`config.mk`:
```
export PLATFORM = sky130hd
export DESIGN_NAME = s24dot_fifo
export DESIGN_NICKNAME = d
export VERILOG_FILES = /design/src/hw/rtl/s24dot_pkg.sv /design/src/hw/rtl/s24dot_fifo.sv
export SDC_FILE = /design/constraint.sdc
export NUM_CORES = 1
export LEC_CHECK = 0
export BUFFER_PORTS_ARGS = -buffer_cell sky130_fd_sc_hd__buf_4
export CORE_ASPECT_RATIO = 1.2
export CORE_UTILIZATION = 52
export CTS_CLUSTER_DIAMETER = 50
export DETAILED_ROUTE_END_ITERATION = 10
export GPL_ROUTABILITY_DRIVEN = 0
export PLACE_DENSITY_LB_ADDON = 0.05
export SLEW_MARGIN = 30
export SYNTH_ARGS = -nofsm -noshare
export SYNTH_HDL_FRONTEND = slang
export SYNTH_SLANG_ARGS = --single-unit
```
`constraint.sdc`:
```
create_clock -name i_clk -period 3.9 [get_ports i_clk]
set_clock_uncertainty 0.15 [all_clocks]
set_input_delay 0 -clock i_clk [delete_from_list [all_inputs] [get_ports i_clk]]
set_output_delay 0 -clock i_clk [all_outputs]
set_load 0.02 [all_outputs]
```
`src/hw/rtl/s24dot_pkg.sv`:
```
// shared types, constants and functions of the sparse int8 block dot product
`timescale 1ns / 1ps
package s24dot_pkg;

    localparam int NUM_GRP = 8;
    localparam int NUM_PROD = 16;
    localparam int NUM_PART = 4;
    localparam logic [31:0] FP32_QNAN = 32'h7fc0_0000;
    localparam logic [7:0] FP32_EXP_MAX = 8'hff;
    localparam logic [7:0] FP16_EXP_BIAS_ADJ = 8'd112;

    // one classified block handed from front to back
    typedef struct packed {
        logic signed [19:0] acc;
        logic [31:0]        scale;
        logic               last;
    } t_blk_job;

    // exact fp16 to fp32 conversion, subnormals normalized, nan quieted
    function automatic logic [31:0] fp16_to_fp32(input logic [15:0] h);
        logic       s;
        logic [4:0] ex;
        logic [9:0] man;
        logic [9:0] mn;
        logic [3:0] sh;
        logic [7:0] e;
        logic [31:0] f;
        s = h[15];
        ex = h[14:10];
        man = h[9:0];
        sh = 4'd0;
        for (int i = 0; i < 10; i++) begin
            if (man[i]) sh = 4'(10 - i);
        end
        mn = 10'(man << sh);
        e = 8'd113 - {4'd0, sh};
        if (ex == 5'd0) begin
            if (man == 10'd0) f = {s, 31'd0};
            else f = {s, e, mn, 13'd0};
        end else if (ex == 5'h1f) begin
            f = {s, FP32_EXP_MAX, man, 13'd0};
            if (man != 10'd0) f[22] = 1'b1;
        end else begin
            f = {s, {3'd0, ex} + FP16_EXP_BIAS_ADJ, man, 13'd0};
        end
        return f;
    endfunction

    // position of the leading one, 43-bit word
    function automatic logic [5:0] msb43(input logic [42:0] v);
        logic [5:0] p;
        p = 6'd0;
        for (int i = 0; i < 43; i++) begin
            if (v[i]) p = 6'(i);
        end
        return p;
    endfunction

    // position of the leading one, 28-bit word
    function automatic logic [4:0] msb28(input logic [27:0] v);
        logic [4:0] p;
        p = 5'd0;
        for (int i = 0; i < 28; i++) begin
            if (v[i]) p = 5'(i);
        end
        return p;
    endfunction

endpackage

```
`src/hw/rtl/s24dot_fifo.sv`:
```
// two-entry queue of classified blocks between front and back
`timescale 1ns / 1ps
module s24dot_fifo (
    input  logic                 i_clk,
    input  logic                 i_rst_n,
    input  s24dot_pkg::t_blk_job i_data,
    input  logic                 i_valid,
    output logic                 o_ready,
    output s24dot_pkg::t_blk_job o_data,
    output logic                 o_valid,
    input  logic                 i_ready
);

    s24dot_pkg::t_blk_job r_mem [2];
    logic       r_wp, r_rp;
    logic [1:0] r_cnt;
    logic       push, pop;

    assign o_ready = (r_cnt != 2'd2);
    assign o_valid = (r_cnt != 2'd0);
    assign push = i_valid && o_ready;
    assign pop = o_valid && i_ready;
    assign o_data = r_mem[r_rp];

    always_ff @(posedge i_clk) begin
        if (!i_rst_n) begin
            r_wp <= 1'b0;
            r_rp <= 1'b0;
            r_cnt <= 2'd0;
        end else begin
            if (push) r_wp <= ~r_wp;
            if (pop) r_rp <= ~r_rp;
            r_cnt <= r_cnt + {1'b0, push} - {1'b0, pop};
        end
    end

    always_ff @(posedge i_clk) begin
        if (push) r_mem[r_wp] <= i_data;
    end

endmodule

```
==> results_tabular.tex <==
\begin{tabular}{lr}
\hline
Metric & Value \\
\hline
\multicolumn{2}{l}{\textbf{Placement}} \\
\quad IO buf count & roughly 110 \\
\quad Estimated wirelength of the detail-placed design & 4.364 mm \\
\multicolumn{2}{l}{\textbf{Clock network}} \\
\quad Clk Tree Root Cell & sky130\_fd\_sc\_hd\_\_clkbuf\_8 \\
\quad Number of clock sinks & 111 \\
\quad Clock Pin Slew Worst Setup and Hold Paths & 100 ps \\
\quad Total clock buffers created by CTS & 9 \\
\quad Buffer levels on the longest clock path & 2 \\
\quad Worst-skew pair later-pin latency & 360 ps \\
\quad CTS tree & yes \\
\quad Maximum level of the CTS H-tree & 3 \\
\quad Buffers inserted during post-CTS setup optimization & 0 \\
\multicolumn{2}{l}{\textbf{Power}} \\
\quad Cell area power density & 561.6 nW/um2 \\
\quad Highest ir drop seen on vdd & 0.3704 mV \\
\quad Leak pwr & 0.002356 uW \\
\multicolumn{2}{l}{\textbf{Yosys}} \\
\quad Fraction of synthesized cell area in xor and xnor cells & less than 1\% \\
\quad Mean Syn Cell Area & 22.82 um2 \\
\quad Area share of fa/ha/maj cells after synthesis & less than 1\% \\
\quad Proportion of register bits with asynchronous set or reset after synthesis & 0\% \\
\quad Post-synthesis compound-gate area fraction & 0.1741\% \\
\quad Register area share after synthesis & 76.12\% \\
\quad Biggest area contributors in the synthesized netlist & sky130\_fd\_sc\_hd\_\_edfxtp\_1 74\%, sky130\_fd\_sc\_hd\_\_mux2\_4 17\%, sky130\_fd\_sc\_hd\_\_buf\_12 2.3\% \\
\quad FF+latch count, synth & 111 \\
\quad Post-synth EDFFs & 106 \\
\quad Number of instances in the synthesized netlist & roughly 190 \\
\quad Main combinational cell family by area after synthesis & multiplexers \\
\quad Synth top cells by count & 106 x sky130\_fd\_sc\_hd\_\_edfxtp\_1, 50 x sky130\_fd\_sc\_hd\_\_mux2\_4, 5 x sky130\_fd\_sc\_hd\_\_buf\_12, 5 x sky130\_fd\_sc\_hd\_\_dfxtp\_1 \\
\quad Area share of the largest cell type after synthesis & 73.80\% \\
\quad Cell taking the most area after synthesis & sky130\_fd\_sc\_hd\_\_edfxtp\_1 \\
\quad Most common cell in the netlist & sky130\_fd\_sc\_hd\_\_edfxtp\_1 \\
\quad Simple logic cell fraction of the synthesized area & under 10\% \\
\quad Proportion of synthesized area in mux cells & 18.42\% \\
\quad Count of cell types in the netlist & 18 \\
\quad Netlist area before placement & 4313 um2 \\
\quad Total number of yosys warnings & 0 \\
\quad Predominant post-synthesis flop cell & sky130\_fd\_sc\_hd\_\_edfxtp\_1 \\
\quad Net count after synthesis & about 250 \\
\multicolumn{2}{l}{\textbf{Critical path}} \\
\quad Endpoint required time on the critical path & 3750 ps \\
\quad Reg-to-reg setup timing slack & around 2000 ps \\
\quad Capturing element type of the critical path & output pin \\
\quad Crit Reg-Reg Startpoint & r\_cnt[0]\$\_SDFF\_PN0\_ \\
\quad Worst Path Max Fanout & 30 \\
\quad Setup Crit Path Kind & reg -> out \\
\quad Number of cells traversed by the worst register-to-register path & 3 \\
\quad Startpoint kind of the worst setup timing path & flop \\
\quad Critical R2R Capture & r\_mem[1][22]\$\_DFFE\_PP\_ \\
\quad Arrival time worst endpoint & 1830 ps \\
\multicolumn{2}{l}{\textbf{STA}} \\
\quad Pins over their slew limit & 0 \\
\quad Total count of hold-check failures in the final report & 0 \\
\quad Final worst path period share & 50.75\% \\
\quad Count of final setup violators & 0 \\
\quad Final TNS setup & 0 ps \\
\quad Slew margin rel. & between 60\% and 70\% \\
\quad Final min period & 1979 ps \\
\quad Worst hold margin & 207.2 ps \\
\quad Slew of the pin with the lowest slew margin & approximately 580 ps \\
\quad Unrepaired setup endpoints after global routing & false \\
\quad Fmax & 505.3 MHz \\
\multicolumn{2}{l}{\textbf{Floorplan}} \\
\quad Placeable core region & 8063 um2 \\
\quad Die outline area & 8664 um2 \\
\quad Die width & 85.14 um \\
\quad Die height & 101.8 um \\
\quad Row Count & 36 \\
\quad Initial cell density of the core & about 53\% \\
\quad Top Ports & roughly 110 \\
\multicolumn{2}{l}{\textbf{Min path}} \\
\quad Class of the tightest hold or removal check & in -> reg \\
\quad End point of the most critical hold path & r\_mem[0][33]\$\_DFFE\_PP\_ \\
\quad Number of cells traversed by the worst hold path & 2 \\
\quad Hold path startpoint & i\_data[33] \\
\multicolumn{2}{l}{\textbf{Global route}} \\
\quad Wire length of the first global-routing pass & about 11 mm \\
\quad Total Routing Usage GR & approximately 17\% \\
\quad Number of global-route vias before repair & 2351 \\
\quad Overflow after GRT & 0 \\
\quad Global routing usage on met2 & 30.71\% \\
\quad Met3 usage & 3.341\% \\
\quad Layer with the highest usage after global routing & met2 \\
\quad Routing usage on met1 & 19.16\% \\
\quad Largest net degree at the start of global routing & 54 \\
\quad Number of antenna violations at the first check in global routing & 0 \\
\multicolumn{2}{l}{\textbf{Final layout}} \\
\quad Area Overhead vs Synth & 38.47\% \\
\quad Layout cell share with drive strength beyond 1 & 50.67\% \\
\quad Antenna diodes & 0 \\
\quad Number of nets in the layout & between 400 and 500 \\
\multicolumn{2}{l}{\textbf{Detailed routing}} \\
\quad Number of iterations in the first detailed-routing pass & 5 \\
\quad Routed Antenna Nets & 0 \\
\quad Total via count in the routed design & 2279 \\
\quad WL per Instance & between 15 and 20 um \\
\quad Vias per std cell & 4.891 \\
\quad Initial DRC Count & 84 \\
\quad DRC violation count after routing & 0 \\
\quad Total Wirelength & roughly 7.3 mm \\
\multicolumn{2}{l}{\textbf{Outcome}} \\
\quad Outcome & finished clean \\
\multicolumn{2}{l}{\textbf{Job}} \\
\quad Total of max-cap violations & 0 \\
\hline
\end{tabular}
[cell type report]
| type | count | area, um2 |
|---|---|---|
| clock buffer | 9 | 123.9 |
| clock inverter | 7 | 47.55 |
| fill | 501 | 2091 |
| inverter | 1 | 3.754 |
| multi-input combinational | 71 | 927.1 |
| sequential | 111 | 3287 |
| tap | 95 | 118.9 |
| timing repair buffer | 172 | 1464 |
[registers in the layout, summed over array words and instances (netlist names), named ones only]
signal and cells:
r_cnt 2, r_mem 106, r_rp 1, r_wp 1
[metal layers]
metal / share of wire [%] / vias to the layer above
li1: - / 1089
met1: 39 / 1097
met5: 0 / -
met2: 53 / 77
met4: 2.8 / 0
met3: 4.8 / 16
[timing repair]
action | 4_1_cts | 5_1_grt
resized for setup | 0 | 0
endpoints found under the hold margin | 111 | 0
hold buffers | 56 | 0
[worst max-delay path: stages, from the launching register on]
cell	delay, ps
sky130_fd_sc_hd__dfxtp_4	650
sky130_fd_sc_hd__buf_12	290
sky130_fd_sc_hd__mux2_4	330
sky130_fd_sc_hd__buf_4	160
[through the flow]
stage | util [%] | setup slack (ps) | total power (uW) | cell area (um2) | instances
after floorplan | - | 307.5 | 2387 | 4313 | 189
after global placement | 64.35 | 1706 | 2705 | 5189 | 392
after detailed placement | 64.35 | 1654 | 2723 | 5189 | 392
after CTS | 73.43 | 1629 | 3356 | 5921 | 464
after global routing | 74.07 | 1853 | 3490 | 5972 | 466
final | 74.07 | 1921 | 3354 | 5972 | 466
[kinds of logic after synthesis]
kind of cell	count (synthesis)
muxes	54
buffers and inverters	7
AOI/OAI and AO/OA	1
DFF	111
xor gates and xnor gates	3
adders and majority gates	2
and+or+nand+nor	11
[report_power, final]
| part | leakage, uW | internal, uW | total (uW) | switching, uW |
|---|---|---|---|---|
| logic | 0.00124 | 624 | 1170 | 545 |
| registers | 0.00103 | 1500 | 1580 | 87.6 |
| clock network | 0.0000870 | 232 | 600 | 368 |
| total | 0.00236 | 2350 | 3350 | 1000 |
[cell usage in the layout (no fill, tap or decap), types with 2 or more instances in the layout]
cell	instances
sky130_fd_sc_hd__clkinv_2	2
sky130_fd_sc_hd__mux2_4	50
sky130_fd_sc_hd__mux2_2	3
sky130_fd_sc_hd__dfxtp_1	4
sky130_fd_sc_hd__dlygate4sd3_1	56
sky130_fd_sc_hd__edfxtp_1	106
sky130_fd_sc_hd__xnor2_1	3
sky130_fd_sc_hd__and2_1	2
sky130_fd_sc_hd__nor2b_1	2
sky130_fd_sc_hd__clkinv_4	2
sky130_fd_sc_hd__buf_4	114
sky130_fd_sc_hd__clkbuf_8	9
sky130_fd_sc_hd__ha_1	2
sky130_fd_sc_hd__nand2b_1	2
sky130_fd_sc_hd__nand2_1	2
[worst max-delay path by stage]
stage | startpoint | to | slack [ps] | cells past startpoint
2_1_floorplan | r_cnt[0]$_SDFF_PN0_ | r_mem[0][0]$_DFFE_PP_ | 310 | 3
3_3_place_gp | r_cnt[0]$_SDFF_PN0_ | r_mem[1][8]$_DFFE_PP_ | 1710 | 3
3_5_place_dp | r_cnt[0]$_SDFF_PN0_ | r_mem[0][35]$_DFFE_PP_ | 1650 | 4
4_1_cts | r_cnt[0]$_SDFF_PN0_ | r_mem[0][43]$_DFFE_PP_ | 1630 | 4
5_1_grt | flop | o_data[28] | 1850 | 3
6_report | flop | o_data[14] | 1920 | 3
Power figures use the tool's default switching activity.
