==> src/hw/rtl/s24dot_pkg.sv <==
// shared types, constants and functions of the sparse int8 block dot product
`timescale 1ns / 1ps
package s24dot_pkg;

    localparam int NUM_GRP = 8;
    localparam int NUM_PROD = 16;
    localparam int NUM_PART = 4;
    localparam logic [31:0] FP32_QNAN = 32'h7fc0_0000;
    localparam logic [7:0] FP32_EXP_MAX = 8'hff;
    localparam logic [7:0] FP16_EXP_BIAS_ADJ = 8'd112;

    // one classified block handed from front to back
    typedef struct packed {
        logic signed [19:0] acc;
        logic [31:0]        scale;
        logic               last;
    } t_blk_job;

    // exact fp16 to fp32 conversion, subnormals normalized, nan quieted
    function automatic logic [31:0] fp16_to_fp32(input logic [15:0] h);
        logic       s;
        logic [4:0] ex;
        logic [9:0] man;
        logic [9:0] mn;
        logic [3:0] sh;
        logic [7:0] e;
        logic [31:0] f;
        s = h[15];
        ex = h[14:10];
        man = h[9:0];
        sh = 4'd0;
        for (int i = 0; i < 10; i++) begin
            if (man[i]) sh = 4'(10 - i);
        end
        mn = 10'(man << sh);
        e = 8'd113 - {4'd0, sh};
        if (ex == 5'd0) begin
            if (man == 10'd0) f = {s, 31'd0};
            else f = {s, e, mn, 13'd0};
        end else if (ex == 5'h1f) begin
            f = {s, FP32_EXP_MAX, man, 13'd0};
            if (man != 10'd0) f[22] = 1'b1;
        end else begin
            f = {s, {3'd0, ex} + FP16_EXP_BIAS_ADJ, man, 13'd0};
        end
        return f;
    endfunction

    // position of the leading one, 43-bit word
    function automatic logic [5:0] msb43(input logic [42:0] v);
        logic [5:0] p;
        p = 6'd0;
        for (int i = 0; i < 43; i++) begin
            if (v[i]) p = 6'(i);
        end
        return p;
    endfunction

    // position of the leading one, 28-bit word
    function automatic logic [4:0] msb28(input logic [27:0] v);
        logic [4:0] p;
        p = 5'd0;
        for (int i = 0; i < 28; i++) begin
            if (v[i]) p = 5'(i);
        end
        return p;
    endfunction

endpackage

==> src/hw/rtl/s24dot_if.sv <==
// request and result channels of the sparse int8 block dot product
`timescale 1ns / 1ps
interface s24dot_in_if;
    logic        valid;
    logic        ready;
    logic [63:0] weight_bytes_low;
    logic [63:0] weight_bytes_high;
    logic [63:0] position_bytes;
    logic [63:0] acts_0;
    logic [63:0] acts_1;
    logic [63:0] acts_2;
    logic [63:0] acts_3;
    logic [15:0] weight_scale;
    logic [15:0] act_scale;
    logic        last_block;

    modport source (output valid, weight_bytes_low, weight_bytes_high, position_bytes,
                    acts_0, acts_1, acts_2, acts_3, weight_scale, act_scale, last_block,
                    input ready);
    modport sink (input valid, weight_bytes_low, weight_bytes_high, position_bytes,
                  acts_0, acts_1, acts_2, acts_3, weight_scale, act_scale, last_block,
                  output ready);
endinterface


==> src/hw/rtl/s24dot_front.sv <==
// front end: sparse gather, int8 products, integer sum and exact scale product
`timescale 1ns / 1ps
module s24dot_front (
    input  logic                   i_clk,
    input  logic                   i_rst_n,
    s24dot_in_if.sink              i_blk,
    output s24dot_pkg::t_blk_job   o_job,
    output logic                   o_job_valid,
    input  logic                   i_job_ready
);

    typedef enum logic [3:0] {
        F_IDLE = 4'b0001,
        F_SUM  = 4'b0010,
        F_SCL  = 4'b0100,
        F_PUSH = 4'b1000
    } t_fstate;

    t_fstate r_state, n_state;

    logic signed [15:0] r_prod [s24dot_pkg::NUM_PROD];
    logic signed [15:0] n_prod [s24dot_pkg::NUM_PROD];
    logic signed [17:0] r_part [s24dot_pkg::NUM_PART];
    logic [15:0]        r_wscale, r_ascale;
    logic [31:0]        r_w32, r_a32;
    logic               r_last;
    s24dot_pkg::t_blk_job r_job;

    logic [255:0] acts_all;
    logic [127:0] wts_all;
    logic [31:0]  scale_prod;
    logic signed [19:0] acc_sum;

    assign acts_all = {i_blk.acts_3, i_blk.acts_2, i_blk.acts_1, i_blk.acts_0};
    assign wts_all = {i_blk.weight_bytes_high, i_blk.weight_bytes_low};

    // gather the two kept activations of each group of four
    always_comb begin
        logic [7:0] pb;
        logic [4:0] a1, a2;
        for (int g = 0; g < s24dot_pkg::NUM_GRP; g++) begin
            pb = i_blk.position_bytes[8*g +: 8];
            a1 = {3'(g), pb[5:4]};
            a2 = {3'(g), pb[1:0]};
            n_prod[2*g] = $signed(wts_all[16*g +: 8]) * $signed(acts_all[{a1, 3'd0} +: 8]);
            n_prod[2*g+1] = $signed(wts_all[16*g+8 +: 8])
                          * $signed(acts_all[{a2, 3'd0} +: 8]);
        end
    end

    // exact fp32 product of two converted fp16 scales
    always_comb begin
        logic sgn, nan_a, nan_b, inf_a, inf_b, zro_a, zro_b;
        logic [21:0] mp;
        logic [8:0]  ex;
        sgn = r_w32[31] ^ r_a32[31];
        nan_a = (r_w32[30:23] == s24dot_pkg::FP32_EXP_MAX) && (r_w32[22:0] != 23'd0);
        nan_b = (r_a32[30:23] == s24dot_pkg::FP32_EXP_MAX) && (r_a32[22:0] != 23'd0);
        inf_a = (r_w32[30:23] == s24dot_pkg::FP32_EXP_MAX) && (r_w32[22:0] == 23'd0);
        inf_b = (r_a32[30:23] == s24dot_pkg::FP32_EXP_MAX) && (r_a32[22:0] == 23'd0);
        zro_a = (r_w32[30:0] == 31'd0);
        zro_b = (r_a32[30:0] == 31'd0);
        mp = {1'b1, r_w32[22:13]} * {1'b1, r_a32[22:13]};
        ex = {1'b0, r_w32[30:23]} + {1'b0, r_a32[30:23]} - 9'd127;
        if (nan_a || nan_b || (inf_a && zro_b) || (zro_a && inf_b)) begin
            scale_prod = s24dot_pkg::FP32_QNAN;
        end else if (inf_a || inf_b) begin
            scale_prod = {sgn, s24dot_pkg::FP32_EXP_MAX, 23'd0};
        end else if (zro_a || zro_b) begin
            scale_prod = {sgn, 31'd0};
        end else if (mp[21]) begin
            scale_prod = {sgn, ex[7:0] + 8'd1, mp[20:0], 2'd0};
        end else begin
            scale_prod = {sgn, ex[7:0], mp[19:0], 3'd0};
        end
    end

    assign acc_sum = 20'(r_part[0]) + 20'(r_part[1]) + 20'(r_part[2]) + 20'(r_part[3]);

    always_comb begin
        n_state = r_state;
        unique case (r_state)
            F_IDLE: if (i_blk.valid) n_state = F_SUM;
            F_SUM:  n_state = F_SCL;
            F_SCL:  n_state = F_PUSH;
            F_PUSH: if (i_job_ready) n_state = F_IDLE;
            default: n_state = F_IDLE;
        endcase
    end

    always_ff @(posedge i_clk) begin
        if (!i_rst_n) begin
            r_state <= F_IDLE;
        end else begin
            r_state <= n_state;
        end
    end

    always_ff @(posedge i_clk) begin
        if (r_state == F_IDLE && i_blk.valid) begin
            r_prod <= n_prod;
            r_wscale <= i_blk.weight_scale;
            r_ascale <= i_blk.act_scale;
            r_last <= i_blk.last_block;
        end
        if (r_state == F_SUM) begin
            for (int j = 0; j < s24dot_pkg::NUM_PART; j++) begin
                r_part[j] <= 18'(r_prod[4*j]) + 18'(r_prod[4*j+1])
                           + 18'(r_prod[4*j+2]) + 18'(r_prod[4*j+3]);
            end
            r_w32 <= s24dot_pkg::fp16_to_fp32(r_wscale);
            r_a32 <= s24dot_pkg::fp16_to_fp32(r_ascale);
        end
        if (r_state == F_SCL) begin
            r_job.acc <= acc_sum;
            r_job.scale <= scale_prod;
            r_job.last <= r_last;
        end
    end

    assign i_blk.ready = (r_state == F_IDLE);
    assign o_job = r_job;
    assign o_job_valid = (r_state == F_PUSH);

endmodule

==> src/flat_wrapper.sv <==
// flat-port wrapper written by rule: the top's interface ports become plain ports
module s24dot_front_flat 
  (i_clk, i_rst_n, o_job, o_job_valid, i_job_ready, i_blk_valid, i_blk_weight_bytes_low, i_blk_weight_bytes_high, i_blk_position_bytes, i_blk_acts_0, i_blk_acts_1, i_blk_acts_2, i_blk_acts_3, i_blk_weight_scale, i_blk_act_scale, i_blk_last_block, i_blk_ready);
  s24dot_in_if i_blk_i ();
  input  logic i_clk;
  input  logic i_rst_n;
  output s24dot_pkg::t_blk_job o_job;
  output logic o_job_valid;
  input  logic i_job_ready;
  input wire logic [$bits(i_blk_i.valid)-1:0] i_blk_valid;
  input wire logic [$bits(i_blk_i.weight_bytes_low)-1:0] i_blk_weight_bytes_low;
  input wire logic [$bits(i_blk_i.weight_bytes_high)-1:0] i_blk_weight_bytes_high;
  input wire logic [$bits(i_blk_i.position_bytes)-1:0] i_blk_position_bytes;
  input wire logic [$bits(i_blk_i.acts_0)-1:0] i_blk_acts_0;
  input wire logic [$bits(i_blk_i.acts_1)-1:0] i_blk_acts_1;
  input wire logic [$bits(i_blk_i.acts_2)-1:0] i_blk_acts_2;
  input wire logic [$bits(i_blk_i.acts_3)-1:0] i_blk_acts_3;
  input wire logic [$bits(i_blk_i.weight_scale)-1:0] i_blk_weight_scale;
  input wire logic [$bits(i_blk_i.act_scale)-1:0] i_blk_act_scale;
  input wire logic [$bits(i_blk_i.last_block)-1:0] i_blk_last_block;
  output wire logic [$bits(i_blk_i.ready)-1:0] i_blk_ready;
  assign i_blk_i.valid = i_blk_valid;
  assign i_blk_i.weight_bytes_low = i_blk_weight_bytes_low;
  assign i_blk_i.weight_bytes_high = i_blk_weight_bytes_high;
  assign i_blk_i.position_bytes = i_blk_position_bytes;
  assign i_blk_i.acts_0 = i_blk_acts_0;
  assign i_blk_i.acts_1 = i_blk_acts_1;
  assign i_blk_i.acts_2 = i_blk_acts_2;
  assign i_blk_i.acts_3 = i_blk_acts_3;
  assign i_blk_i.weight_scale = i_blk_weight_scale;
  assign i_blk_i.act_scale = i_blk_act_scale;
  assign i_blk_i.last_block = i_blk_last_block;
  assign i_blk_ready = i_blk_i.ready;
  s24dot_front u_core (.i_clk(i_clk), .i_rst_n(i_rst_n), .i_blk(i_blk_i), .o_job(o_job), .o_job_valid(o_job_valid), .i_job_ready(i_job_ready));
endmodule
==> config.mk <==
export PLATFORM = sky130hd
export DESIGN_NAME = s24dot_front_flat
export DESIGN_NICKNAME = d
export VERILOG_FILES = /design/src/hw/rtl/s24dot_pkg.sv /design/src/hw/rtl/s24dot_if.sv /design/src/hw/rtl/s24dot_front.sv /design/src/flat_wrapper.sv
export SDC_FILE = /design/constraint.sdc
export NUM_CORES = 2
export LEC_CHECK = 0
export BUFFER_PORTS_ARGS = -buffer_cell sky130_fd_sc_hd__buf_2
export CAP_MARGIN = 10
export CORE_UTILIZATION = 40
export CTS_BUF_LIST = sky130_fd_sc_hd__clkbuf_8
export DETAILED_ROUTE_END_ITERATION = 6
export SYNTH_ARGS = -nofsm -noshare
export SYNTH_HDL_FRONTEND = slang
export SYNTH_SLANG_ARGS = --single-unit
==> constraint.sdc <==
create_clock -name i_clk -period 26.8 [get_ports i_clk]
set_input_delay 4.02 -clock i_clk [delete_from_list [all_inputs] [get_ports i_clk]]
set_output_delay 4.02 -clock i_clk [all_outputs]
set_load 0.02 [all_outputs]
==> results.py <==
metrics = {
    "outcome": {
        "status": "complete, no violations",
    },
    "setup_path": {
        "critical_path_class": "input port to register",
        "startpoint_type": "input port",
        "crit_arrival_ns": 9.42,
        "critPathRequiredTime_ns": 27.24,
        "endpoint_kind": "register",
        "cp_max_fo": 8,
    },
    "routing": {
        "wire_per_inst_um": 17.6,
        "vias_per_cell": 4.97,
        "dr.pass1.iters": 7,
        "via_count": 45900,
        "finalWirelength_um": 163000,
        "remaining_drc_errors": 0,
        "drt-initial-drc-count": 2314,
        "ant_nets": 0,
    },
    "placement": {
        "port_buffers": 505,
        "placed_cells": 9056,
        "hpwl_um": 138000,
        "place_area_um2": 73300,
        "place_ws_ns": 17.07,
        "place.gp.congestion": 0.879,
    },
    "grt": {
        "grt.met3_usage_pct": 2.00,
        "grt_usage_pct": 19.5,
        "met1_usage_pct": 24.4,
        "grt_busiest_layer": "met2",
        "grt_max_degree": 160,
        "grt_pass1_vias": 49400,
        "use_met2_pct": 35.1,
        "antenna_found_initial": 19,
        "gr-total-overflow": 0,
        "grt_pass1_wl_um": 266000,
    },
    "clocking": {
        "clkLatencyLatePin_ns": 0.76,
        "post_cts_resized": 0,
        "cts_root_buffer": "clkbuf_8",
        "path_clk_slew_ns": 0.05,
        "clock_sinks": 452,
        "cts_tree": "yes",
        "post_cts_buffers": 0,
        "htree_levels": 3,
        "hold_buffers": 0,
        "clockBufferDepth": 3,
        "cts_buffers": 89,
    },
    "floorplanning": {
        "fp.dieW_um": 415,
        "initial_utilization_pct": 40.3,
        "pin_count": 540,
        "die_y_um": 415,
        "dieArea_um2": 172000,
        "rows": 151,
        "coreArea_um2": 169000,
    },
    "yosys": {
        "synth_area_leaders": "fa_1 (33%), edfxtp_1 (20%), ha_1 (11%)",
        "synth_edf_count": 448,
        "synth.distinct_cells": 86,
        "yosys_warnings": 0,
        "ys_seq_elements": 452,
        "synth_top_area_cell": "fa_1",
        "postSynthCellCount": 6394,
        "synth_common_cells": "inv_1 (1,313), fa_1 (1,130), and2_1 (643), ha_1 (625), nand2_1 (484)",
        "synthArstFlopShare_pct": 0,
        "syn_avg_cell_area_um2": 10.7,
        "synth_area_um2": 68200,
        "synth_flop_cell": "edfxtp_1",
        "synth_top_area_share_pct": 33.2,
        "yosysMostFrequentCell": "inv_1",
        "ys_seq_area_share_pct": 19.8,
    },
    "sta": {
        "setup_slack_ns": 17.82,
        "rsz0062_at_grt": "false",
        "report.final.slew_viol_count": 0,
        "tightest_slew_ns": 1.29,
        "hold_violations": 0,
        "fin_tns_setup_ns": 0,
        "maxSlewHeadroom_pct": 13.7,
        "skew_ns": 0.0493,
        "setup_violations": 0,
        "fmax_mhz": 111,
        "fin_crit_sh_pct": 33.5,
        "fin_crit_ns": 8.98,
    },
    "layout": {
        "area_delta_synth_final_pct": 10.0,
        "fin_nets": 9169,
        "stdcell_count": 9220,
        "multi_input_area_um2": 49500,
        "fin_area_um2": 75100,
        "drive_gt1_share_pct": 11.5,
        "n_fill_cell": 16000,
        "seqCellArea_um2": 13500,
    },
    "min_path": {
        "hold_path_class": "register to register",
    },
    "run": {
        "cap_viol_max_count": 0,
    },
}
==> worst max-delay path, cell delays in order <==
cell and delay (ns):
buf_2 0.25, mux4_2 0.65, and2_1 0.22, fa_1 0.53, inv_1 0.05, fa_1 0.49
inv_1 0.05, fa_1 0.52, inv_1 0.05, fa_1 0.47, inv_1 0.04, ha_1 0.31
o21ai_0 0.12, a21boi_0 0.16, o21ai_0 0.26, a21oi_1 0.14, o21ai_0 0.28, or4b_2 0.60
o311ai_0 0.21
==> area by class of cell <==
class	instances	area share [%]
clock buffers	89	1.63
well taps	2218	3.70
diodes	10	0.0333
flip-flops and latches	452	18.0
repair buffers	511	3.44
clock inverters	65	0.672
multi-input cells	4560	65.9
inverters	1315	6.57
==> worst paths after layout <==
path	start	to	slack, ns	depth (start not counted)
max	i_blk_position_bytes[8]	u_core.r_prod[206]$_DFFE_PP_	17.82	19
min	u_core.r_last$_DFFE_PP_	u_core.o_job[0]$_DFFE_PP_	0.42	0
max reg2reg	u_core.r_w32[20]$_DFFE_PN_	u_core.o_job[5]$_SDFFCE_PP0P_	20.77	19
min reg2reg	u_core.r_last$_DFFE_PP_	u_core.o_job[0]$_DFFE_PP_	0.42	0
==> per-stage QoR <==
| step | utilization, % | hold slack (ns) |
|---|---|---|
| 3_5_place_dp | 43.3 | 0.409 |
| 5_1_grt | 44.3 | 0.420 |
| 6_report | 44.3 | 0.417 |
| 4_1_cts | 44.3 | 0.419 |
| 3_3_place_gp | 43.3 | 0.409 |
| 2_1_floorplan | - | 0.400 |
==> cell families after synthesis <==
| logic type | after synthesis | share of synthesized area, % |
|---|---|---|
| other cells | 1 | 0.00550 |
| buf+inv | 1383 | 7.64 |
| flops | 452 | 19.8 |
| mux | 162 | 4.78 |
| simple gates | 1697 | 13.1 |
| compound gates | 608 | 5.70 |
| fa+ha+maj | 1755 | 44.6 |
| xor+xnor | 336 | 4.31 |
==> flip-flops by register name, summed over array words and instances (netlist names) <==
| signal | flops |
|---|---|
| u_core.r_w32 | 18 |
| u_core.r_state | 4 |
| u_core.r_last | 1 |
| u_core.r_a32 | 18 |
| u_core.r_ascale | 16 |
| u_core.r_part | 72 |
| u_core.o_job | 51 |
| u_core.r_wscale | 16 |
| u_core.r_prod | 256 |
==> routing by layer <==
metal / up-vias / part of all wire (%)
met5: - / 0.015
met4: 4 / 3.0
met3: 210 / 3.1
met2: 785 / 52
met1: 23300 / 42
li1: 21600 / -
==> cells in the final DEF, fill, tap and decap left out, types with 15 or more instances in the layout <==
cell type / n
ha_1: 625
nor2b_1: 52
mux2i_1: 29
inv_1: 1328
o21a_1: 20
edfxtp_1: 448
nor4_1: 15
o21ai_0: 145
mux4_2: 130
clkinv_1: 19
and2_1: 642
nor3_1: 50
xnor2_1: 282
a21oi_1: 180
fa_1: 1130
nor2_1: 189
nand2b_1: 130
buf_2: 506
and3_1: 19
xor2_1: 54
nand4_1: 16
clkbuf_8: 89
a21o_1: 88
a21boi_0: 29
nand3_1: 33
nand2_1: 484
or3_1: 17
Power is not shown: default switching activity piles up to over one toggle a cycle in this logic, so the estimate is an artifact.
