===== config.mk =====
export PLATFORM = sky130hd
export DESIGN_NAME = s24dot_back_flat
export DESIGN_NICKNAME = d
export VERILOG_FILES = /design/src/hw/rtl/s24dot_pkg.sv /design/src/hw/rtl/s24dot_if.sv /design/src/hw/rtl/s24dot_back.sv /design/src/flat_wrapper.sv
export SDC_FILE = /design/constraint.sdc
export NUM_CORES = 2
export LEC_CHECK = 0
export ABC_CLOCK_PERIOD_IN_PS = 18850
export BUFFER_PORTS_ARGS = -buffer_cell sky130_fd_sc_hd__buf_2
export CORE_MARGIN = 2
export CORE_UTILIZATION = 70
export DETAILED_ROUTE_END_ITERATION = 10
export PLACE_DENSITY = 0.91
export SETUP_SLACK_MARGIN = 0.02
export SYNTH_ARGS = -nofsm -noshare
export SYNTH_HDL_FRONTEND = slang
export SYNTH_SLANG_ARGS = --single-unit
export TNS_END_PERCENT = 10

===== constraint.sdc =====
create_clock -name i_clk -period 18.85 [get_ports i_clk]
set_clock_uncertainty 0.2 [all_clocks]
set_input_delay 1.885 -clock i_clk [delete_from_list [all_inputs] [get_ports i_clk]]
set_output_delay 1.885 -clock i_clk [all_outputs]
set_load 0.02 [all_outputs]

===== src/hw/rtl/s24dot_pkg.sv =====
// shared types, constants and functions of the sparse int8 block dot product
`timescale 1ns / 1ps
package s24dot_pkg;

    localparam int NUM_GRP = 8;
    localparam int NUM_PROD = 16;
    localparam int NUM_PART = 4;
    localparam logic [31:0] FP32_QNAN = 32'h7fc0_0000;
    localparam logic [7:0] FP32_EXP_MAX = 8'hff;
    localparam logic [7:0] FP16_EXP_BIAS_ADJ = 8'd112;

    // one classified block handed from front to back
    typedef struct packed {
        logic signed [19:0] acc;
        logic [31:0]        scale;
        logic               last;
    } t_blk_job;

    // exact fp16 to fp32 conversion, subnormals normalized, nan quieted
    function automatic logic [31:0] fp16_to_fp32(input logic [15:0] h);
        logic       s;
        logic [4:0] ex;
        logic [9:0] man;
        logic [9:0] mn;
        logic [3:0] sh;
        logic [7:0] e;
        logic [31:0] f;
        s = h[15];
        ex = h[14:10];
        man = h[9:0];
        sh = 4'd0;
        for (int i = 0; i < 10; i++) begin
            if (man[i]) sh = 4'(10 - i);
        end
        mn = 10'(man << sh);
        e = 8'd113 - {4'd0, sh};
        if (ex == 5'd0) begin
            if (man == 10'd0) f = {s, 31'd0};
            else f = {s, e, mn, 13'd0};
        end else if (ex == 5'h1f) begin
            f = {s, FP32_EXP_MAX, man, 13'd0};
            if (man != 10'd0) f[22] = 1'b1;
        end else begin
            f = {s, {3'd0, ex} + FP16_EXP_BIAS_ADJ, man, 13'd0};
        end
        return f;
    endfunction

    // position of the leading one, 43-bit word
    function automatic logic [5:0] msb43(input logic [42:0] v);
        logic [5:0] p;
        p = 6'd0;
        for (int i = 0; i < 43; i++) begin
            if (v[i]) p = 6'(i);
        end
        return p;
    endfunction

    // position of the leading one, 28-bit word
    function automatic logic [4:0] msb28(input logic [27:0] v);
        logic [4:0] p;
        p = 5'd0;
        for (int i = 0; i < 28; i++) begin
            if (v[i]) p = 5'(i);
        end
        return p;
    endfunction

endpackage


===== src/hw/rtl/s24dot_if.sv =====


interface s24dot_out_if;
    logic        valid;
    logic        ready;
    logic [31:0] dot_bits;

    modport source (output valid, dot_bits, input ready);
    modport sink (input valid, dot_bits, output ready);
endinterface


===== src/hw/rtl/s24dot_back.sv =====
// back end: fp32 scale multiply and running fp32 accumulation
`timescale 1ns / 1ps
module s24dot_back (
    input  logic                 i_clk,
    input  logic                 i_rst_n,
    input  s24dot_pkg::t_blk_job i_job,
    input  logic                 i_job_valid,
    output logic                 o_job_ready,
    s24dot_out_if.source         o_res
);

    typedef enum logic [6:0] {
        B_IDLE = 7'b0000001,
        B_MUL  = 7'b0000010,
        B_NRM  = 7'b0000100,
        B_RND  = 7'b0001000,
        B_ALN  = 7'b0010000,
        B_ADD  = 7'b0100000,
        B_FIN  = 7'b1000000
    } t_bstate;

    typedef enum logic [1:0] {
        PC_FIN, PC_ZERO, PC_INF, PC_NAN
    } t_pcls;

    t_bstate r_state, n_state;
    s24dot_pkg::t_blk_job r_job;
    t_pcls       r_pcls;
    logic        r_psgn;
    logic [42:0] r_pm, r_nm;
    logic [9:0]  r_ne;
    logic [31:0] r_prod, r_sum;
    logic        r_spec, r_sub, r_rsgn;
    logic [31:0] r_spec_val;
    logic [7:0]  r_be;
    logic [26:0] r_ma, r_ms;
    logic [27:0] r_res;
    logic        r_out_valid;
    logic [31:0] r_out_bits;

    logic        out_free;
    logic [31:0] prod_bits, sum_bits;

    assign out_free = !r_out_valid || o_res.ready;

    // round the normalized product to fp32
    always_comb begin
        logic [23:0] sig;
        logic        rnd;
        sig = r_nm[42:19];
        rnd = r_nm[18] && ((|r_nm[17:0]) || sig[0]);
        unique case (r_pcls)
            PC_NAN:  prod_bits = s24dot_pkg::FP32_QNAN;
            PC_INF:  prod_bits = {r_psgn, s24dot_pkg::FP32_EXP_MAX, 23'd0};
            PC_ZERO: prod_bits = {r_psgn, 31'd0};
            default: prod_bits = {r_psgn, {r_ne[7:0], sig[22:0]} + {30'd0, rnd}};
        endcase
    end

    // normalize and round the sum
    always_comb begin
        logic [4:0]  k, sh;
        logic [8:0]  e;
        logic [26:0] rr;
        logic        rnd;
        k = s24dot_pkg::msb28(r_res);
        sh = 5'd26 - k;
        e = {1'b0, r_be};
        rr = r_res[26:0];
        if (k == 5'd27) begin
            rr = {r_res[27:2], r_res[1] | r_res[0]};
            e = {1'b0, r_be} + 9'd1;
        end else begin
            if (r_be <= {3'd0, sh}) begin
                sh = 5'(r_be - 8'd1);
                e = 9'd0;
            end else begin
                e = {1'b0, r_be} - {4'd0, sh};
            end
            rr = r_res[26:0] << sh;
        end
        rnd = rr[2] && ((|rr[1:0]) || rr[3]);
        if (r_spec) begin
            sum_bits = r_spec_val;
        end else if (r_res == 28'd0) begin
            sum_bits = 32'd0;
        end else if (e >= 9'd255) begin
            sum_bits = {r_rsgn, s24dot_pkg::FP32_EXP_MAX, 23'd0};
        end else begin
            sum_bits = {r_rsgn, {e[7:0], rr[25:3]} + {30'd0, rnd}};
        end
    end

    always_comb begin
        n_state = r_state;
        unique case (r_state)
            B_IDLE: if (i_job_valid) n_state = B_MUL;
            B_MUL:  n_state = B_NRM;
            B_NRM:  n_state = B_RND;
            B_RND:  n_state = B_ALN;
            B_ALN:  n_state = B_ADD;
            B_ADD:  n_state = B_FIN;
            B_FIN:  if (!r_job.last || out_free) n_state = B_IDLE;
            default: n_state = B_IDLE;
        endcase
    end

    always_ff @(posedge i_clk) begin
        if (!i_rst_n) begin
            r_state <= B_IDLE;
            r_sum <= 32'd0;
            r_out_valid <= 1'b0;
        end else begin
            r_state <= n_state;
            // hold until taken, reload when the last block finishes
            r_out_valid <= (r_out_valid && !o_res.ready)
                        || (r_state == B_FIN && r_job.last && out_free);
            if (r_state == B_FIN) begin
                if (!r_job.last) begin
                    r_sum <= sum_bits;
                end else if (out_free) begin
                    r_sum <= 32'd0;
                end
            end
        end
    end

    // datapath registers
    always_ff @(posedge i_clk) begin
        logic [18:0] mag;
        logic        sc_nan, sc_inf, sc_zero, acc0;
        logic [5:0]  k;
        logic        nan_a, nan_b, inf_a, inf_b, zro_a, zro_b, swp;
        logic [31:0] big, sml;
        logic [7:0]  eb, es, d;
        logic [53:0] wide;
        mag = r_job.acc[19] ? 19'(-r_job.acc) : r_job.acc[18:0];
        sc_nan = (r_job.scale[30:23] == s24dot_pkg::FP32_EXP_MAX)
              && (r_job.scale[22:0] != 23'd0);
        sc_inf = (r_job.scale[30:23] == s24dot_pkg::FP32_EXP_MAX)
              && (r_job.scale[22:0] == 23'd0);
        sc_zero = (r_job.scale[30:23] == 8'd0);
        acc0 = (r_job.acc == 20'sd0);
        k = s24dot_pkg::msb43(r_pm);
        nan_a = (r_sum[30:23] == s24dot_pkg::FP32_EXP_MAX) && (r_sum[22:0] != 23'd0);
        nan_b = (r_prod[30:23] == s24dot_pkg::FP32_EXP_MAX) && (r_prod[22:0] != 23'd0);
        inf_a = (r_sum[30:23] == s24dot_pkg::FP32_EXP_MAX) && (r_sum[22:0] == 23'd0);
        inf_b = (r_prod[30:23] == s24dot_pkg::FP32_EXP_MAX) && (r_prod[22:0] == 23'd0);
        zro_a = (r_sum[30:0] == 31'd0);
        zro_b = (r_prod[30:0] == 31'd0);
        swp = (r_sum[30:0] < r_prod[30:0]);
        big = swp ? r_prod : r_sum;
        sml = swp ? r_sum : r_prod;
        eb = (big[30:23] == 8'd0) ? 8'd1 : big[30:23];
        es = (sml[30:23] == 8'd0) ? 8'd1 : sml[30:23];
        d = eb - es;
        if (d > 8'd27) d = 8'd27;
        wide = {sml[30:23] != 8'd0, sml[22:0], 3'd0, 27'd0} >> d;

        if (r_state == B_IDLE && i_job_valid) r_job <= i_job;
        if (r_state == B_MUL) begin
            r_pm <= mag * {1'b1, r_job.scale[22:0]};
            r_psgn <= r_job.acc[19] ^ r_job.scale[31];
            if (sc_nan || (sc_inf && acc0)) r_pcls <= PC_NAN;
            else if (sc_inf) r_pcls <= PC_INF;
            else if (sc_zero || acc0) r_pcls <= PC_ZERO;
            else r_pcls <= PC_FIN;
        end
        if (r_state == B_NRM) begin
            r_nm <= r_pm << (6'd42 - k);
            r_ne <= {4'd0, k} + {2'd0, r_job.scale[30:23]} - 10'd23;
        end
        if (r_state == B_RND) r_prod <= prod_bits;
        if (r_state == B_ALN) begin
            if (nan_a || nan_b || (inf_a && inf_b && (r_sum[31] != r_prod[31]))) begin
                r_spec <= 1'b1;
                r_spec_val <= s24dot_pkg::FP32_QNAN;
            end else if (inf_a || zro_b) begin
                r_spec <= 1'b1;
                r_spec_val <= (zro_a && zro_b) ? {r_sum[31] & r_prod[31], 31'd0} : r_sum;
            end else if (inf_b || zro_a) begin
                r_spec <= 1'b1;
                r_spec_val <= r_prod;
            end else begin
                r_spec <= 1'b0;
            end
            r_ma <= {big[30:23] != 8'd0, big[22:0], 3'd0};
            r_ms <= {wide[53:28], wide[27] | (|wide[26:0])};
            r_sub <= big[31] ^ sml[31];
            r_rsgn <= big[31];
            r_be <= eb;
        end
        if (r_state == B_ADD) begin
            r_res <= r_sub ? ({1'b0, r_ma} - {1'b0, r_ms}) : ({1'b0, r_ma} + {1'b0, r_ms});
        end
        if (r_state == B_FIN && r_job.last && out_free) r_out_bits <= sum_bits;
    end

    assign o_job_ready = (r_state == B_IDLE);
    assign o_res.valid = r_out_valid;
    assign o_res.dot_bits = r_out_bits;

endmodule


===== src/flat_wrapper.sv =====
// flat-port wrapper written by rule: the top's interface ports become plain ports
module s24dot_back_flat 
  (i_clk, i_rst_n, i_job, i_job_valid, o_job_ready, o_res_valid, o_res_dot_bits, o_res_ready);
  s24dot_out_if o_res_i ();
  input  logic i_clk;
  input  logic i_rst_n;
  input  s24dot_pkg::t_blk_job i_job;
  input  logic i_job_valid;
  output logic o_job_ready;
  output wire logic [$bits(o_res_i.valid)-1:0] o_res_valid;
  output wire logic [$bits(o_res_i.dot_bits)-1:0] o_res_dot_bits;
  input wire logic [$bits(o_res_i.ready)-1:0] o_res_ready;
  assign o_res_valid = o_res_i.valid;
  assign o_res_dot_bits = o_res_i.dot_bits;
  assign o_res_i.ready = o_res_ready;
  s24dot_back u_core (.i_clk(i_clk), .i_rst_n(i_rst_n), .i_job(i_job), .i_job_valid(i_job_valid), .o_job_ready(o_job_ready), .o_res(o_res_i));
endmodule

==> flow_summary.ini <==
[drt]
drcViolationCount = 0
ant_nets = 0
dr.pass1.iters = 9
vias = 34800
drt_iter0_drc = 4192
drt_wl_total_mm = 125
wl_per_cell_um = 24.2
vias_per_cell = 6.75

[timing]
finalCritPeriodShare_pct = 50.8
drv_slew = 0
rsz0062_at_grt = no
setup_viol = 0
period_needed_ns = 9.58
final.setup.tns_ns = 0
hold_viol = 0
fmax_mhz = 104
tightestPinTransition_ns = 1.36
relSlewSlack_pct = 8.64

[floorplan]
initial_core_util_pct = 70.4
ioPinCount = 91
rows = 88
die-height_um = 244
die-area_mm2 = 0.0598
die_w_um = 244
core_mm2 = 0.0575

[setup_path]
timing.rr.start = u_core.r_job[33]
worstRegToRegCells = 32
cpMostUsedCell = fa_1
crit_required_ns = 19.02
critPathMaxFanout = 26
r2r_setup_slack_ns = 9.27
max_stage_delay_ns = 0.66
rr_endpoint = u_core.r_pm[41]
crit_path_end_kind = flip-flop
crit_arrival_ns = 9.75
crit_path_start_kind = flip-flop
worst-setup-path-type = reg -> reg
cp-startpoint = u_core.r_job[33]
crit_slowest_cell = o41ai_1

[synth]
netlist_area_mm2 = 0.0405
syn_area_per_cell_um2 = 9.23
ys_ff_latch = 375
yosysWarnings = 0
synthesis.instances = 4385
synth_cell_types = 106
synth_xor_xnor_area_share_pct = 3.09
synth_compound_area_share_pct = 13.2
synth_fp_nets = 5057
synth_top_family_by_area = adder cells
synth_fa_ha_area_share_pct = 26.0
synth-edff-count = 335
async_flop_share_pct = 0
yosysSeqAreaShare_pct = 26.8
synthFlopType = edfxtp_1
synth_simple_gate_area_share_pct = 17.6
synthMuxAreaShare_pct = 6.07

[min_path]
min_path_type = reg -> reg
hold_start = u_core.r_spec_val[13]
worst_hold_path.num_cells = 2
hold_end = u_core.r_sum[13]

[global_routing]
antenna_found_initial = 5
gr-total-overflow = 0
grt_max_degree = 99
grt_pass1_wl_mm = 192
grt_pass1_vias = 35000
grt_use_total_pct = 41.7

[placed_design]
portBuffers = 90
dpl.hpwl_mm = 91.8
gp_congestion = 1.03

[cts]
post-cts-setup-buffer-count = 0
cts.sinks = 375
clk_latency_ns = 0.62
cts_buffers = 43
cts_tree = done
ctsHoldBuffers = 0
cts_resized = 0
clk_pin_slew_ns = 0.07
cts_max_level = 2
cts-root-buf = clkbuf_16
clockBufferDepth = 3

[outcome]
status = finished, final reports clean

[layout]
fin_nets = 5029
syn_to_final_growth_pct = 6.45
drive_above_1_share_pct = 7.91

[flow_run]
maxCapViolCount = 0
stage by stage:
step                      cells  setup WS [ns]  util [%]  hold slack [ns]  instance area, um2
after floorplan            4385          10.63         -            0.263               40500
after detailed placement   5077           9.55      72.5            0.329               41700
after global routing       5154           8.82      74.9            0.363               43100
final                      5162           9.27      75.0            0.340               43100
after global placement     5077           9.97      72.5            0.312               41700
after CTS                  5153           9.42      74.9            0.339               43100
cell usage in the layout, fill, tap and decap left out, types with 12 or more instances in the layout:
cell type	n
o22ai_1	20
inv_1	524
dfxtp_1	40
buf_2	90
mux2_2	28
nor4_1	47
ha_1	237
nand2_1	611
or2_2	12
a21o_1	36
nor2_1	257
o21bai_1	29
and3_1	16
clkbuf_16	43
a31oi_1	33
nand4_1	36
o31ai_1	28
o211ai_1	25
xor2_1	48
a22oi_1	39
mux4_2	16
buf_4	65
a211oi_1	41
fa_1	377
or4_1	16
nor2b_1	51
a22o_1	25
o21ai_0	175
mux2i_1	178
and2_1	184
nand3_1	86
xnor2_1	79
nor3_1	54
a32o_1	16
or3_1	18
a21oi_1	153
o21a_1	18
nand2b_1	30
edfxtp_1	335
cells in the mapped netlist (9+ instances only):
library cell	count	area, um2
a21boi_0	11	82.6
or3_1	18	113
a21o_1	36	270
nor4_1	47	294
and2_1	185	1160
o22ai_1	20	125
inv_1	524	1970
nor2_1	258	968
xnor2_1	93	815
mux4_2	16	360
a22oi_1	39	293
mux2i_1	178	1780
and4_1	9	78.8
nor3b_1	10	75.1
a211oi_1	41	308
nor3_1	55	275
nand2b_1	30	188
fa_1	377	7550
o21a_1	18	135
edfxtp_1	335	10100
a31oi_1	33	206
a21oi_1	154	771
xor2_1	50	438
dfxtp_1	40	801
nand3_1	86	430
buf_2	14	70.1
clkbuf_1	193	724
mux2_2	28	315
buf_1	13	48.8
o211ai_1	25	188
a22o_1	25	219
or2_2	12	75.1
o41ai_1	11	96.3
nand2_1	611	2290
o21ai_1	12	60.1
nand4_1	36	225
a32o_1	16	160
ha_1	238	2980
o21ai_0	175	876
o21bai_1	29	218
nor2b_1	51	319
and3_1	16	100
o31ai_1	28	210
or4_1	16	120
state kept, by name, indices dropped and copies added, names as in the netlist:
name and cells:
u_core.r_res 28, u_core.r_job 53, u_core.r_state 7, u_core.r_be 8
u_core.r_sum 32, u_core.r_prod 32, u_core.r_ms 27, u_core.r_sub 1
u_core.r_rsgn 1, u_core.r_ma 24, u_core.r_pcls 2, u_core.r_nm 42
u_core.r_pm 43, u_core.r_spec 1, u_core.r_ne 8, u_core.r_spec_val 32
u_core.r_psgn 1, u_core.o_res.dot_bits 32, u_core.o_res.valid 1
critical path, delay by kind of cell, from the launching register on:
kind,cells,cell delay (ns)
flops,1,0.35
simple gates,5,0.75
xor+xnor,2,0.54
fa+ha+maj,8,3.58
compound gates,11,2.94
buf+inv,6,0.96
worst max-delay path by stage:
stage	end	slack, ns
2_1_floorplan	u_core.r_pm[41]	10.63
3_3_place_gp	u_core.r_ms[0]	9.97
3_5_place_dp	u_core.r_pm[41]	9.55
4_1_cts	u_core.r_pm[41]	9.42
5_1_grt	u_core.r_pm[41]	8.82
6_report	u_core.r_pm[41]	9.27
cell families (layout without fill, tap and decap cells):
kind of cell / after synthesis / after routing
compound gates: 787 / 787
xor+xnor: 143 / 143
mux: 222 / 222
fa+ha+maj: 616 / 616
other cells: 0 / 9
simple gates: 1486 / 1486
flops: 375 / 375
buf+inv: 756 / 759
layout make-up:
cell class / count / area, um2
timing repair buffer: 155 / 938
clock inverter: 26 / 268
sequential: 375 / 10900
fill: 3774 / 14400
tap: 765 / 957
antenna: 9 / 22.5
multi-input combinational: 3254 / 27000
clock buffer: 50 / 1110
inverter: 528 / 1980
routing by layer:
metal	wire length (um)	track usage, %
met1	42100	49.0
met2	57500	67.1
met3	14000	9.33
met4	11300	31.7
met5	0	0
Power is left out: the tool's default activity adds up to more than one toggle a clock period on the data nets, which glitch-free logic cannot reach.
